--- src/rtl/slsc_pkg.sv ---
// Shared types, codes and reset values for the sensor link session controller.
// No dependencies; slsc_step, the top level and the checker import this package.
`timescale 1ns / 1ps

package slsc_pkg;

    // Link modes as reported on mode_now; sleep is never held in state
    typedef enum logic [2:0] {
        MODE_CONNECT   = 3'd0,
        MODE_CONNECTED = 3'd1,
        MODE_ALMOST    = 3'd2,
        MODE_READY     = 3'd3,
        MODE_SLEEP     = 3'd4,
        MODE_ACQ       = 3'd5
    } mode_t;

    // Message to transmit
    localparam logic [2:0] KIND_NONE = 3'd0;
    localparam logic [2:0] KIND_CONN = 3'd1;
    localparam logic [2:0] KIND_ACK  = 3'd2;
    localparam logic [2:0] KIND_DET  = 3'd3;
    localparam logic [2:0] KIND_SACK = 3'd4;
    localparam logic [2:0] KIND_COEF = 3'd5;
    localparam logic [2:0] KIND_DATA = 3'd6;

    // Event codes
    localparam logic [1:0] OP_WINDOW  = 2'd0;
    localparam logic [1:0] OP_PACKET  = 2'd1;
    localparam logic [1:0] OP_TIMEOUT = 2'd2;

    // Configuration register indexes
    localparam int unsigned CFG_IDX_W = 3;
    localparam int unsigned CFG_DATA_W = 16;
    localparam logic [CFG_IDX_W-1:0] REG_BATTERY_FLOOR = 3'd0;
    localparam logic [CFG_IDX_W-1:0] REG_CONNECTED_LIM = 3'd1;
    localparam logic [CFG_IDX_W-1:0] REG_ALMOST_LIM    = 3'd2;
    localparam logic [CFG_IDX_W-1:0] REG_READY_LIM     = 3'd3;
    localparam logic [CFG_IDX_W-1:0] REG_ACQ_LIM       = 3'd4;

    // Packet framing bytes and command characters
    localparam logic [7:0] FRAME_HEAD = 8'h01;
    localparam logic [7:0] FRAME_TAIL = 8'h04;
    localparam logic [7:0] CMD_CONNECT   = 8'h43; // 'C'
    localparam logic [7:0] CMD_CONNECTED = 8'h63; // 'c'
    localparam logic [7:0] CMD_QUERY     = 8'h71; // 'q'
    localparam logic [7:0] CMD_SLEEP     = 8'h53; // 'S'
    localparam logic [7:0] CMD_ENABLE    = 8'h45; // 'E'
    localparam logic [7:0] CMD_CONTINUE  = 8'h78; // 'x'
    localparam logic [7:0] CMD_HOLD      = 8'h68; // 'h'
    localparam logic [7:0] CMD_JUMP      = 8'h4A; // 'J'

    typedef struct packed {
        logic [11:0] battery_floor;
        logic [15:0] connected_lim;
        logic [15:0] almost_lim;
        logic [15:0] ready_lim;
        logic [15:0] acq_lim;
    } cfg_t;

    localparam cfg_t CFG_RESET = '{
        battery_floor: 12'd1210,
        connected_lim: 16'd200,
        almost_lim:    16'd1000,
        ready_lim:     16'd400,
        acq_lim:       16'd200
    };

    typedef struct packed {
        mode_t       mode;
        logic        pending;
        logic [15:0] retry;
        logic [31:0] frame;
    } state_t;

    localparam state_t STATE_RESET = '{
        mode:    MODE_CONNECT,
        pending: 1'b0,
        retry:   16'd0,
        frame:   32'd0
    };

    typedef struct packed {
        logic [1:0]  opcode;
        logic [7:0]  first_byte;
        logic [7:0]  last_byte;
        logic [7:0]  command;
        logic [11:0] batt_reading;
    } item_t;

    typedef struct packed {
        logic [2:0]  send_kind;
        logic [31:0] frame_number;
        logic [2:0]  mode_now;
        logic        low_power_wait;
        logic        sleep_reset;
    } result_t;

endpackage

--- src/rtl/slsc_in_if.sv ---
// Input event channel: valid/ready plus the event fields.
// Depends on nothing.
`timescale 1ns / 1ps

interface slsc_in_if;
    logic        valid;
    logic        ready;
    logic [1:0]  opcode;
    logic [7:0]  first_byte;
    logic [7:0]  last_byte;
    logic [7:0]  command;
    logic [11:0] batt_reading;

    modport source (output valid, opcode, first_byte, last_byte, command, batt_reading,
                    input ready);
    modport sink   (input valid, opcode, first_byte, last_byte, command, batt_reading,
                    output ready);
endinterface

--- src/rtl/slsc_out_if.sv ---
// Result channel: valid/ready plus the result fields.
// Depends on nothing.
`timescale 1ns / 1ps

interface slsc_out_if;
    logic        valid;
    logic        ready;
    logic [2:0]  send_kind;
    logic [31:0] frame_number;
    logic [2:0]  mode_now;
    logic        low_power_wait;
    logic        sleep_reset;

    modport source (output valid, send_kind, frame_number, mode_now, low_power_wait,
                    sleep_reset, input ready);
    modport sink   (input valid, send_kind, frame_number, mode_now, low_power_wait,
                    sleep_reset, output ready);
endinterface

--- src/rtl/slsc_cfg_if.sv ---
// Configuration write channel: valid/ready, register index and write data.
// Depends on nothing.
`timescale 1ns / 1ps

interface slsc_cfg_if;
    logic        valid;
    logic        ready;
    logic [2:0]  index;
    logic [15:0] data;

    modport source (output valid, index, data, input ready);
    modport sink   (input valid, index, data, output ready);
endinterface

--- src/rtl/slsc_step.sv ---
// Next-state and result logic for one event of the session controller.
// Depends on slsc_pkg.
`timescale 1ns / 1ps

module slsc_step (
    input  slsc_pkg::state_t  cur,
    input  slsc_pkg::cfg_t    cfg,
    input  slsc_pkg::item_t   item,
    output slsc_pkg::state_t  nxt,
    output slsc_pkg::result_t res
);
    import slsc_pkg::*;

    logic        framed;
    logic [15:0] retry_inc;
    logic [31:0] frame_inc;
    logic        is_win;
    logic        is_pkt;
    logic        is_tmo;
    logic        sleep;
    logic        nap;
    logic [2:0]  kind;
    logic [31:0] frame;
    state_t      upd;

    assign framed    = (item.first_byte == FRAME_HEAD) && (item.last_byte == FRAME_TAIL);
    assign retry_inc = cur.retry + 16'd1;
    assign frame_inc = cur.frame + 32'd1;
    assign is_win    = (item.opcode == OP_WINDOW);
    assign is_pkt    = (item.opcode == OP_PACKET);
    assign is_tmo    = (item.opcode == OP_TIMEOUT);

    always_comb
    begin
        upd   = cur;
        kind  = KIND_NONE;
        frame = 32'd0;
        nap   = 1'b0;
        sleep = 1'b0;
        unique case (cur.mode)
            MODE_CONNECT:
            begin
                if (is_win)
                begin
                    kind        = KIND_CONN;
                    upd.pending = 1'b1;
                end
                else if ((is_pkt || is_tmo) && cur.pending)
                begin
                    upd.pending = 1'b0;
                    if (is_pkt)
                    begin
                        if (framed && item.command == CMD_CONNECT)
                            upd.mode = MODE_CONNECTED;
                    end
                    else
                        nap = 1'b1;
                end
            end
            MODE_CONNECTED:
            begin
                if (is_win)
                begin
                    kind        = KIND_ACK;
                    upd.pending = 1'b1;
                end
                else if ((is_pkt || is_tmo) && cur.pending)
                begin
                    upd.pending = 1'b0;
                    if (is_pkt)
                    begin
                        if (framed && item.command == CMD_CONNECTED)
                            upd.mode = MODE_ALMOST;
                    end
                    else
                    begin
                        upd.retry = retry_inc;
                        sleep     = (retry_inc == cfg.connected_lim);
                    end
                end
            end
            MODE_ALMOST:
            begin
                if (is_pkt)
                begin
                    if (framed && item.command == CMD_QUERY)
                    begin
                        kind      = KIND_DET;
                        upd.mode  = MODE_READY;
                        upd.retry = 16'd0;
                    end
                end
                else if (is_tmo)
                begin
                    upd.retry = retry_inc;
                    sleep     = (retry_inc == cfg.almost_lim);
                end
            end
            MODE_READY:
            begin
                if (is_pkt)
                begin
                    if (framed && item.command == CMD_SLEEP)
                    begin
                        kind  = KIND_SACK;
                        sleep = 1'b1;
                    end
                    else if (framed && item.command == CMD_ENABLE)
                    begin
                        kind        = KIND_COEF;
                        upd.mode    = MODE_ACQ;
                        upd.retry   = 16'd0;
                        upd.pending = 1'b0;
                    end
                end
                else if (is_tmo)
                begin
                    upd.retry = retry_inc;
                    sleep     = (retry_inc == cfg.ready_lim);
                end
            end
            default: // acquiring
            begin
                if (is_win)
                begin
                    if (!cur.pending)
                    begin
                        upd.frame = frame_inc;
                        if (item.batt_reading <= cfg.battery_floor)
                            sleep = 1'b1;
                        else
                        begin
                            kind        = KIND_DATA;
                            frame       = frame_inc;
                            upd.pending = 1'b1;
                        end
                    end
                end
                else if (is_pkt && cur.pending)
                begin
                    upd.pending = 1'b0;
                    upd.retry   = 16'd0;
                    // hold-on and jump commands are matched without framing check
                    if (framed && item.command == CMD_CONTINUE)
                        upd.mode = MODE_ACQ;
                    else if (item.command == CMD_HOLD)
                        sleep = 1'b1;
                    else if (item.command == CMD_JUMP)
                        upd.mode = MODE_READY;
                end
                else if (is_tmo && cur.pending)
                begin
                    upd.retry = retry_inc;
                    sleep     = (retry_inc == cfg.acq_lim);
                end
            end
        endcase
    end

    assign nxt = sleep ? STATE_RESET : upd;

    assign res.send_kind      = kind;
    assign res.frame_number   = frame;
    assign res.mode_now       = sleep ? MODE_SLEEP : upd.mode;
    assign res.low_power_wait = nap;
    assign res.sleep_reset    = sleep;

endmodule

--- src/rtl/sensor_link_session_controller.sv ---
// Top level of the sensor link session controller: state, config and result registers.
// Depends on slsc_pkg, slsc_in_if, slsc_out_if, slsc_cfg_if and slsc_step.
//
//   channel  | dir | fields                                                   | word
//   in_ch    | in  | opcode, first_byte, last_byte, command, batt_reading     | one event
//   out_ch   | out | send_kind, frame_number, mode_now, low_power_wait,       | one result
//            |     | sleep_reset                                              |
//   cfg_ch   | in  | index, data                                              | one reg write
//
// One event per cycle while in_ch.ready is high: each accepted word is decoded in the
// same cycle and its result appears in the output register in the next cycle.
// in_ch.ready is high while the output register is empty or being drained.
// A stalled result holds in the output register and blocks only further events.
// cfg_ch.ready is always high. Reset loads register defaults and connect mode.
`timescale 1ns / 1ps

module sensor_link_session_controller (
    input logic clk,
    input logic rst_n,
    slsc_in_if.sink    in_ch,
    slsc_out_if.source out_ch,
    slsc_cfg_if.sink   cfg_ch
);
    import slsc_pkg::*;

    state_t  state_reg;
    state_t  state_next;
    cfg_t    cfg_reg;
    cfg_t    cfg_next;
    result_t res_reg;
    result_t res_next;
    logic    out_valid_reg;
    item_t   item;
    logic    in_fire;
    logic    cfg_fire;

    assign item.opcode       = in_ch.opcode;
    assign item.first_byte   = in_ch.first_byte;
    assign item.last_byte    = in_ch.last_byte;
    assign item.command      = in_ch.command;
    assign item.batt_reading = in_ch.batt_reading;

    assign in_ch.ready  = !out_valid_reg || out_ch.ready;
    assign in_fire      = in_ch.valid && in_ch.ready;
    assign cfg_ch.ready = 1'b1;
    assign cfg_fire     = cfg_ch.valid;

    slsc_step u_step (
        .cur  (state_reg),
        .cfg  (cfg_reg),
        .item (item),
        .nxt  (state_next),
        .res  (res_next)
    );

    always_comb
    begin
        cfg_next = cfg_reg;
        if (cfg_fire)
        begin
            unique case (cfg_ch.index)
                REG_BATTERY_FLOOR: cfg_next.battery_floor = cfg_ch.data[11:0];
                REG_CONNECTED_LIM: cfg_next.connected_lim = cfg_ch.data;
                REG_ALMOST_LIM:    cfg_next.almost_lim    = cfg_ch.data;
                REG_READY_LIM:     cfg_next.ready_lim     = cfg_ch.data;
                REG_ACQ_LIM:       cfg_next.acq_lim       = cfg_ch.data;
                default:           cfg_next = cfg_reg;
            endcase
        end
    end

    always_ff @(posedge clk or negedge rst_n)
    begin
        if (!rst_n)
        begin
            state_reg     <= STATE_RESET;
            cfg_reg       <= CFG_RESET;
            out_valid_reg <= 1'b0;
        end
        else
        begin
            cfg_reg <= cfg_next;
            if (in_fire)
            begin
                state_reg     <= state_next;
                out_valid_reg <= 1'b1;
            end
            else if (out_ch.ready)
                out_valid_reg <= 1'b0;
        end
    end

    always_ff @(posedge clk)
    begin
        if (in_fire)
            res_reg <= res_next;
    end

    assign out_ch.valid          = out_valid_reg;
    assign out_ch.send_kind      = res_reg.send_kind;
    assign out_ch.frame_number   = res_reg.frame_number;
    assign out_ch.mode_now       = res_reg.mode_now;
    assign out_ch.low_power_wait = res_reg.low_power_wait;
    assign out_ch.sleep_reset    = res_reg.sleep_reset;

endmodule

--- src/flat_wrapper.sv ---
// flat-port wrapper written by rule: the top's interface ports become plain ports
module sensor_link_session_controller_flat import slsc_pkg::*;
  (clk, rst_n, in_ch_valid, in_ch_opcode, in_ch_first_byte, in_ch_last_byte, in_ch_command, in_ch_batt_reading, in_ch_ready, out_ch_valid, out_ch_send_kind, out_ch_frame_number, out_ch_mode_now, out_ch_low_power_wait, out_ch_sleep_reset, out_ch_ready, cfg_ch_valid, cfg_ch_index, cfg_ch_data, cfg_ch_ready);
  slsc_in_if in_ch_i ();
  slsc_out_if out_ch_i ();
  slsc_cfg_if cfg_ch_i ();
  input logic clk;
  input logic rst_n;
  input wire logic [$bits(in_ch_i.valid)-1:0] in_ch_valid;
  input wire logic [$bits(in_ch_i.opcode)-1:0] in_ch_opcode;
  input wire logic [$bits(in_ch_i.first_byte)-1:0] in_ch_first_byte;
  input wire logic [$bits(in_ch_i.last_byte)-1:0] in_ch_last_byte;
  input wire logic [$bits(in_ch_i.command)-1:0] in_ch_command;
  input wire logic [$bits(in_ch_i.batt_reading)-1:0] in_ch_batt_reading;
  output wire logic [$bits(in_ch_i.ready)-1:0] in_ch_ready;
  output wire logic [$bits(out_ch_i.valid)-1:0] out_ch_valid;
  output wire logic [$bits(out_ch_i.send_kind)-1:0] out_ch_send_kind;
  output wire logic [$bits(out_ch_i.frame_number)-1:0] out_ch_frame_number;
  output wire logic [$bits(out_ch_i.mode_now)-1:0] out_ch_mode_now;
  output wire logic [$bits(out_ch_i.low_power_wait)-1:0] out_ch_low_power_wait;
  output wire logic [$bits(out_ch_i.sleep_reset)-1:0] out_ch_sleep_reset;
  input wire logic [$bits(out_ch_i.ready)-1:0] out_ch_ready;
  input wire logic [$bits(cfg_ch_i.valid)-1:0] cfg_ch_valid;
  input wire logic [$bits(cfg_ch_i.index)-1:0] cfg_ch_index;
  input wire logic [$bits(cfg_ch_i.data)-1:0] cfg_ch_data;
  output wire logic [$bits(cfg_ch_i.ready)-1:0] cfg_ch_ready;
  assign in_ch_i.valid = in_ch_valid;
  assign in_ch_i.opcode = in_ch_opcode;
  assign in_ch_i.first_byte = in_ch_first_byte;
  assign in_ch_i.last_byte = in_ch_last_byte;
  assign in_ch_i.command = in_ch_command;
  assign in_ch_i.batt_reading = in_ch_batt_reading;
  assign in_ch_ready = in_ch_i.ready;
  assign out_ch_valid = out_ch_i.valid;
  assign out_ch_send_kind = out_ch_i.send_kind;
  assign out_ch_frame_number = out_ch_i.frame_number;
  assign out_ch_mode_now = out_ch_i.mode_now;
  assign out_ch_low_power_wait = out_ch_i.low_power_wait;
  assign out_ch_sleep_reset = out_ch_i.sleep_reset;
  assign out_ch_i.ready = out_ch_ready;
  assign cfg_ch_i.valid = cfg_ch_valid;
  assign cfg_ch_i.index = cfg_ch_index;
  assign cfg_ch_i.data = cfg_ch_data;
  assign cfg_ch_ready = cfg_ch_i.ready;
  sensor_link_session_controller u_core (.clk(clk), .rst_n(rst_n), .in_ch(in_ch_i), .out_ch(out_ch_i), .cfg_ch(cfg_ch_i));
endmodule
--- config.mk ---
export PLATFORM = sky130hd
export DESIGN_NAME = sensor_link_session_controller_flat
export DESIGN_NICKNAME = d
export VERILOG_FILES = /design/src/rtl/slsc_pkg.sv /design/src/rtl/slsc_in_if.sv /design/src/rtl/slsc_out_if.sv /design/src/rtl/slsc_cfg_if.sv /design/src/rtl/slsc_step.sv /design/src/rtl/sensor_link_session_controller.sv /design/src/flat_wrapper.sv
export SDC_FILE = /design/constraint.sdc
export NUM_CORES = 1
export LEC_CHECK = 0
export BUFFER_PORTS_ARGS = -buffer_cell sky130_fd_sc_hd__buf_2
export CAP_MARGIN = 0
export CORE_UTILIZATION = 39
export CTS_BUF_LIST = sky130_fd_sc_hd__clkbuf_8
export DETAILED_ROUTE_END_ITERATION = 6
export PLACE_DENSITY_LB_ADDON = 0.2
export SYNTH_ARGS = -nofsm -noshare
export SYNTH_HDL_FRONTEND = slang
export SYNTH_SLANG_ARGS = --single-unit
--- constraint.sdc ---
create_clock -name clk -period 5.5 [get_ports clk]
set_input_delay 0.275 -clock clk [delete_from_list [all_inputs] [get_ports clk]]
set_output_delay 0.275 -clock clk [all_outputs]
set_load 0.01 [all_outputs]
==> flow_metrics.tcl <==
set metrics [dict create \
    synth-simple-area-share 0.1899 \
    num_antenna_cells 0 \
    yosysMostFrequentCell "dfrtp_1" \
    grt-ovfl-total 0 \
    grt_pass1_wl_mm 40.56 \
    p_leak_nw 4.749 \
    whs_ns 0.03642 \
    end_kind "flop" \
    hold_path_class "input port to flop" \
    synthFlopType "dfrtp_1" \
    finish.utilization 0.4468 \
    max_freq_mhz 218.8 \
    synth.avg_cell_area_um2 10.30 \
    grt_max_degree 84 \
    drc 0 \
    crit_slowest_cell "nor4_4" \
    yosysSeqAreaShare 0.4431 \
    largest_reg_flops 76 \
    die_area_mm2 0.02643 \
    finalSetupViolations 0 \
    multi_input_area_mm2 0.005243 \
    synth-compound-area-share 0.1492 \
    dr.pass1.iters 5 \
    final_nets 1136 \
    path_clk_slew_ns 0.11 \
    die_w_um 162.6 \
    slowest_delay_ns 0.74 \
    grt_use_met1 0.3003 \
    synth_cells 976 \
    synth_top_area_frac 0.2688 \
    num_vias 7745 \
    wl_mm 24.98 \
    finalSetupTns_ns 0 \
    post_cts_buffers 0 \
    met2_usage 0.2933 \
    root_buffer "clkbuf_8" \
    antenna_found_initial 0 \
    die_h_um 162.6 \
    synth_common_cells "108 x dfrtp_1, 88 x nand2_1, 63 x mux2_2, 62 x a21oi_1, 52 x nor2_1" \
    hold_viol_final 0 \
    reg2reg_from "u_core.state_reg[32]" \
    r2r_slack_ns 0.93 \
    async_flop_share 0.7633 \
    cts_made_buffers 17 \
    top_usage_layer "met1" \
    slew_headroom 0.2939 \
    io_buffers 103 \
    synth_mux_area_frac 0.07255 \
    worstSetupPathType "flop to flop" \
    grt_pass1_vias 7306 \
    synth_cell_types 90 \
    drtIter0Drc 528 \
    seq_area_mm2 0.004456 \
    period_share 0.8311 \
    cp_max_fo 18 \
    crit_start "u_core.state_reg[32]" \
    core_mm2 0.02525 \
    cp.depth 11 \
    ff2ff_path_depth 11 \
    r2r-end "u_core.state_reg[43]" \
    track_usage 0.1977 \
    cts_tree "done" \
    nFillCells 2458 \
    gp_congestion 0.8651 \
    synthXorXnorAreaFrac 0.08624 \
    met3_usage 0.02852 \
    post_drt_wl_per_cell_um 17.84 \
    rsz0062_at_grt "false" \
    endpoint "u_core.state_reg[43]" \
    crit_chain "ha_1 -> nand4_2 -> nor4_4 -> xnor3_1 -> nand4_1 -> or4_1 -> o32a_1 -> a21oi_4 -> buf_4 -> nor4b_1 -> a221o_1" \
    synth-seq-cells 169 \
    start_util 0.3981 \
    synth_fa_ha_area_frac 0.02215 \
    hold_buffers 2 \
    viasPerCell 5.532 \
    holdCritStartpoint "cfg_ch_data[5]" \
    cp.required_ns 5.86 \
    synth_edf_count 40 \
    syn_to_final_growth_pct 12.23 \
    crit_family "simple AND/OR/NAND/NOR gates" \
    slew_viol_final 0 \
    drive_above_1_share 0.2495 \
    clock_sinks 169 \
    synth_fp_nets 1055 \
    cellPowerDensity_mw_per_mm2 286.5 \
    synth_area_leaders "dfrtp_1 27%, edfxtp_1 12%, mux2_2 7.1%, dfstp_2 5.5%, xnor3_1 3.6%" \
    synth_top_family_by_area "simple AND/OR/NAND/NOR gates" \
    postRouteAntennaNets 0 \
    fin_skew_ns 0.02704 \
    arrival_ns 4.93 \
    rows 58 \
    status "completed" \
    syn_area_mm2 0.01005 \
    vdd_ir_drop_max_v 0.0001518 \
    start_kind "flop" \
    clock_latency_ns 0.49 \
    cts_resized 0 \
    hpwl_mm 18.06 \
    cts_buffer_depth 2 \
    synth.largest_area_cell "dfrtp_1" \
    htree_levels 4 \
    totalPowerFinal_w 0.003233 \
    ios 105 \
    fin_crit_ns 4.571 \
    worst_pin_slew_ns 1.056 \
    drv_cap 0 \
    yosys_warnings 0 \
    worstPathBufferInverterCount 1 \
]
==> worst min path at each step <==
stage | endpoint | depth (start not counted)
2_1_floorplan | u_core.cfg_reg[0] | 0
3_3_place_gp | u_core.cfg_reg[73] | 1
3_5_place_dp | u_core.cfg_reg[73] | 1
4_1_cts | u_core.cfg_reg[69] | 3
5_1_grt | u_core.cfg_reg[69] | 3
6_report | u_core.cfg_reg[69] | 3
==> logic make-up after synthesis <==
family | count (synthesis)
simple gates | 345
compound gates | 222
flops | 169
buf+inv | 83
xor+xnor | 73
mux | 65
fa+ha+maj | 18
other cells | 1
==> cell usage in the layout, fill, tap and decap left out, types with 23 or more instances in the layout <==
cell type and count:
a21o_1 30, a21oi_1 62, buf_2 102, dfrtp_1 108, edfxtp_1 40, inv_1 28, mux2_2 63, nand2_1 88
nand3_1 26, nor2_1 52, nor3_1 23, o21ai_0 45, xnor2_1 36
==> worst reg2reg max path: stages (launching register included) <==
cell and delay (ns):
dfrtp_1 0.56, ha_1 0.54, nand4_2 0.47, nor4_4 0.75, xnor3_1 0.26, nand4_1 0.12
or4_1 0.45, o32a_1 0.38, a21oi_4 0.25, buf_4 0.30, nor4b_1 0.10, a221o_1 0.28
==> routing by layer <==
metal | vias up | part of all wire
met1 | 3772 | 0.51
met3 | 22 | 0.045
met2 | 204 | 0.44
met4 | 0 | 0.013
met5 | - | 0
li1 | 3747 | -
==> power breakdown <==
group          total, W  switching [W]  internal (W)
Combinational  0.000674       0.000335      0.000339
Sequential      0.00160       0.000146       0.00146
Clock          0.000955       0.000588      0.000367
==> through the flow <==
| stage | setup WS [ns] | instances | area [um2] |
|---|---|---|---|
| after floorplan | 2.164 | 976 | 10050 |
| after global placement | 1.172 | 1366 | 10820 |
| after detailed placement | 1.013 | 1366 | 10820 |
| after CTS | 0.9797 | 1400 | 11280 |
| after global routing | 0.6717 | 1400 | 11280 |
| final | 0.9287 | 1400 | 11280 |
==> layout make-up <==
| class | count | area share |
|---|---|---|
| clock buffers | 17 | 0.02073 |
| clock inverters | 15 | 0.01829 |
| inverters | 29 | 0.009646 |
| multi-input cells | 724 | 0.4646 |
| flip-flops and latches | 169 | 0.3948 |
| well taps | 330 | 0.03659 |
| repair buffers | 116 | 0.05533 |
Note: power is estimated with default switching activity, not from simulation.
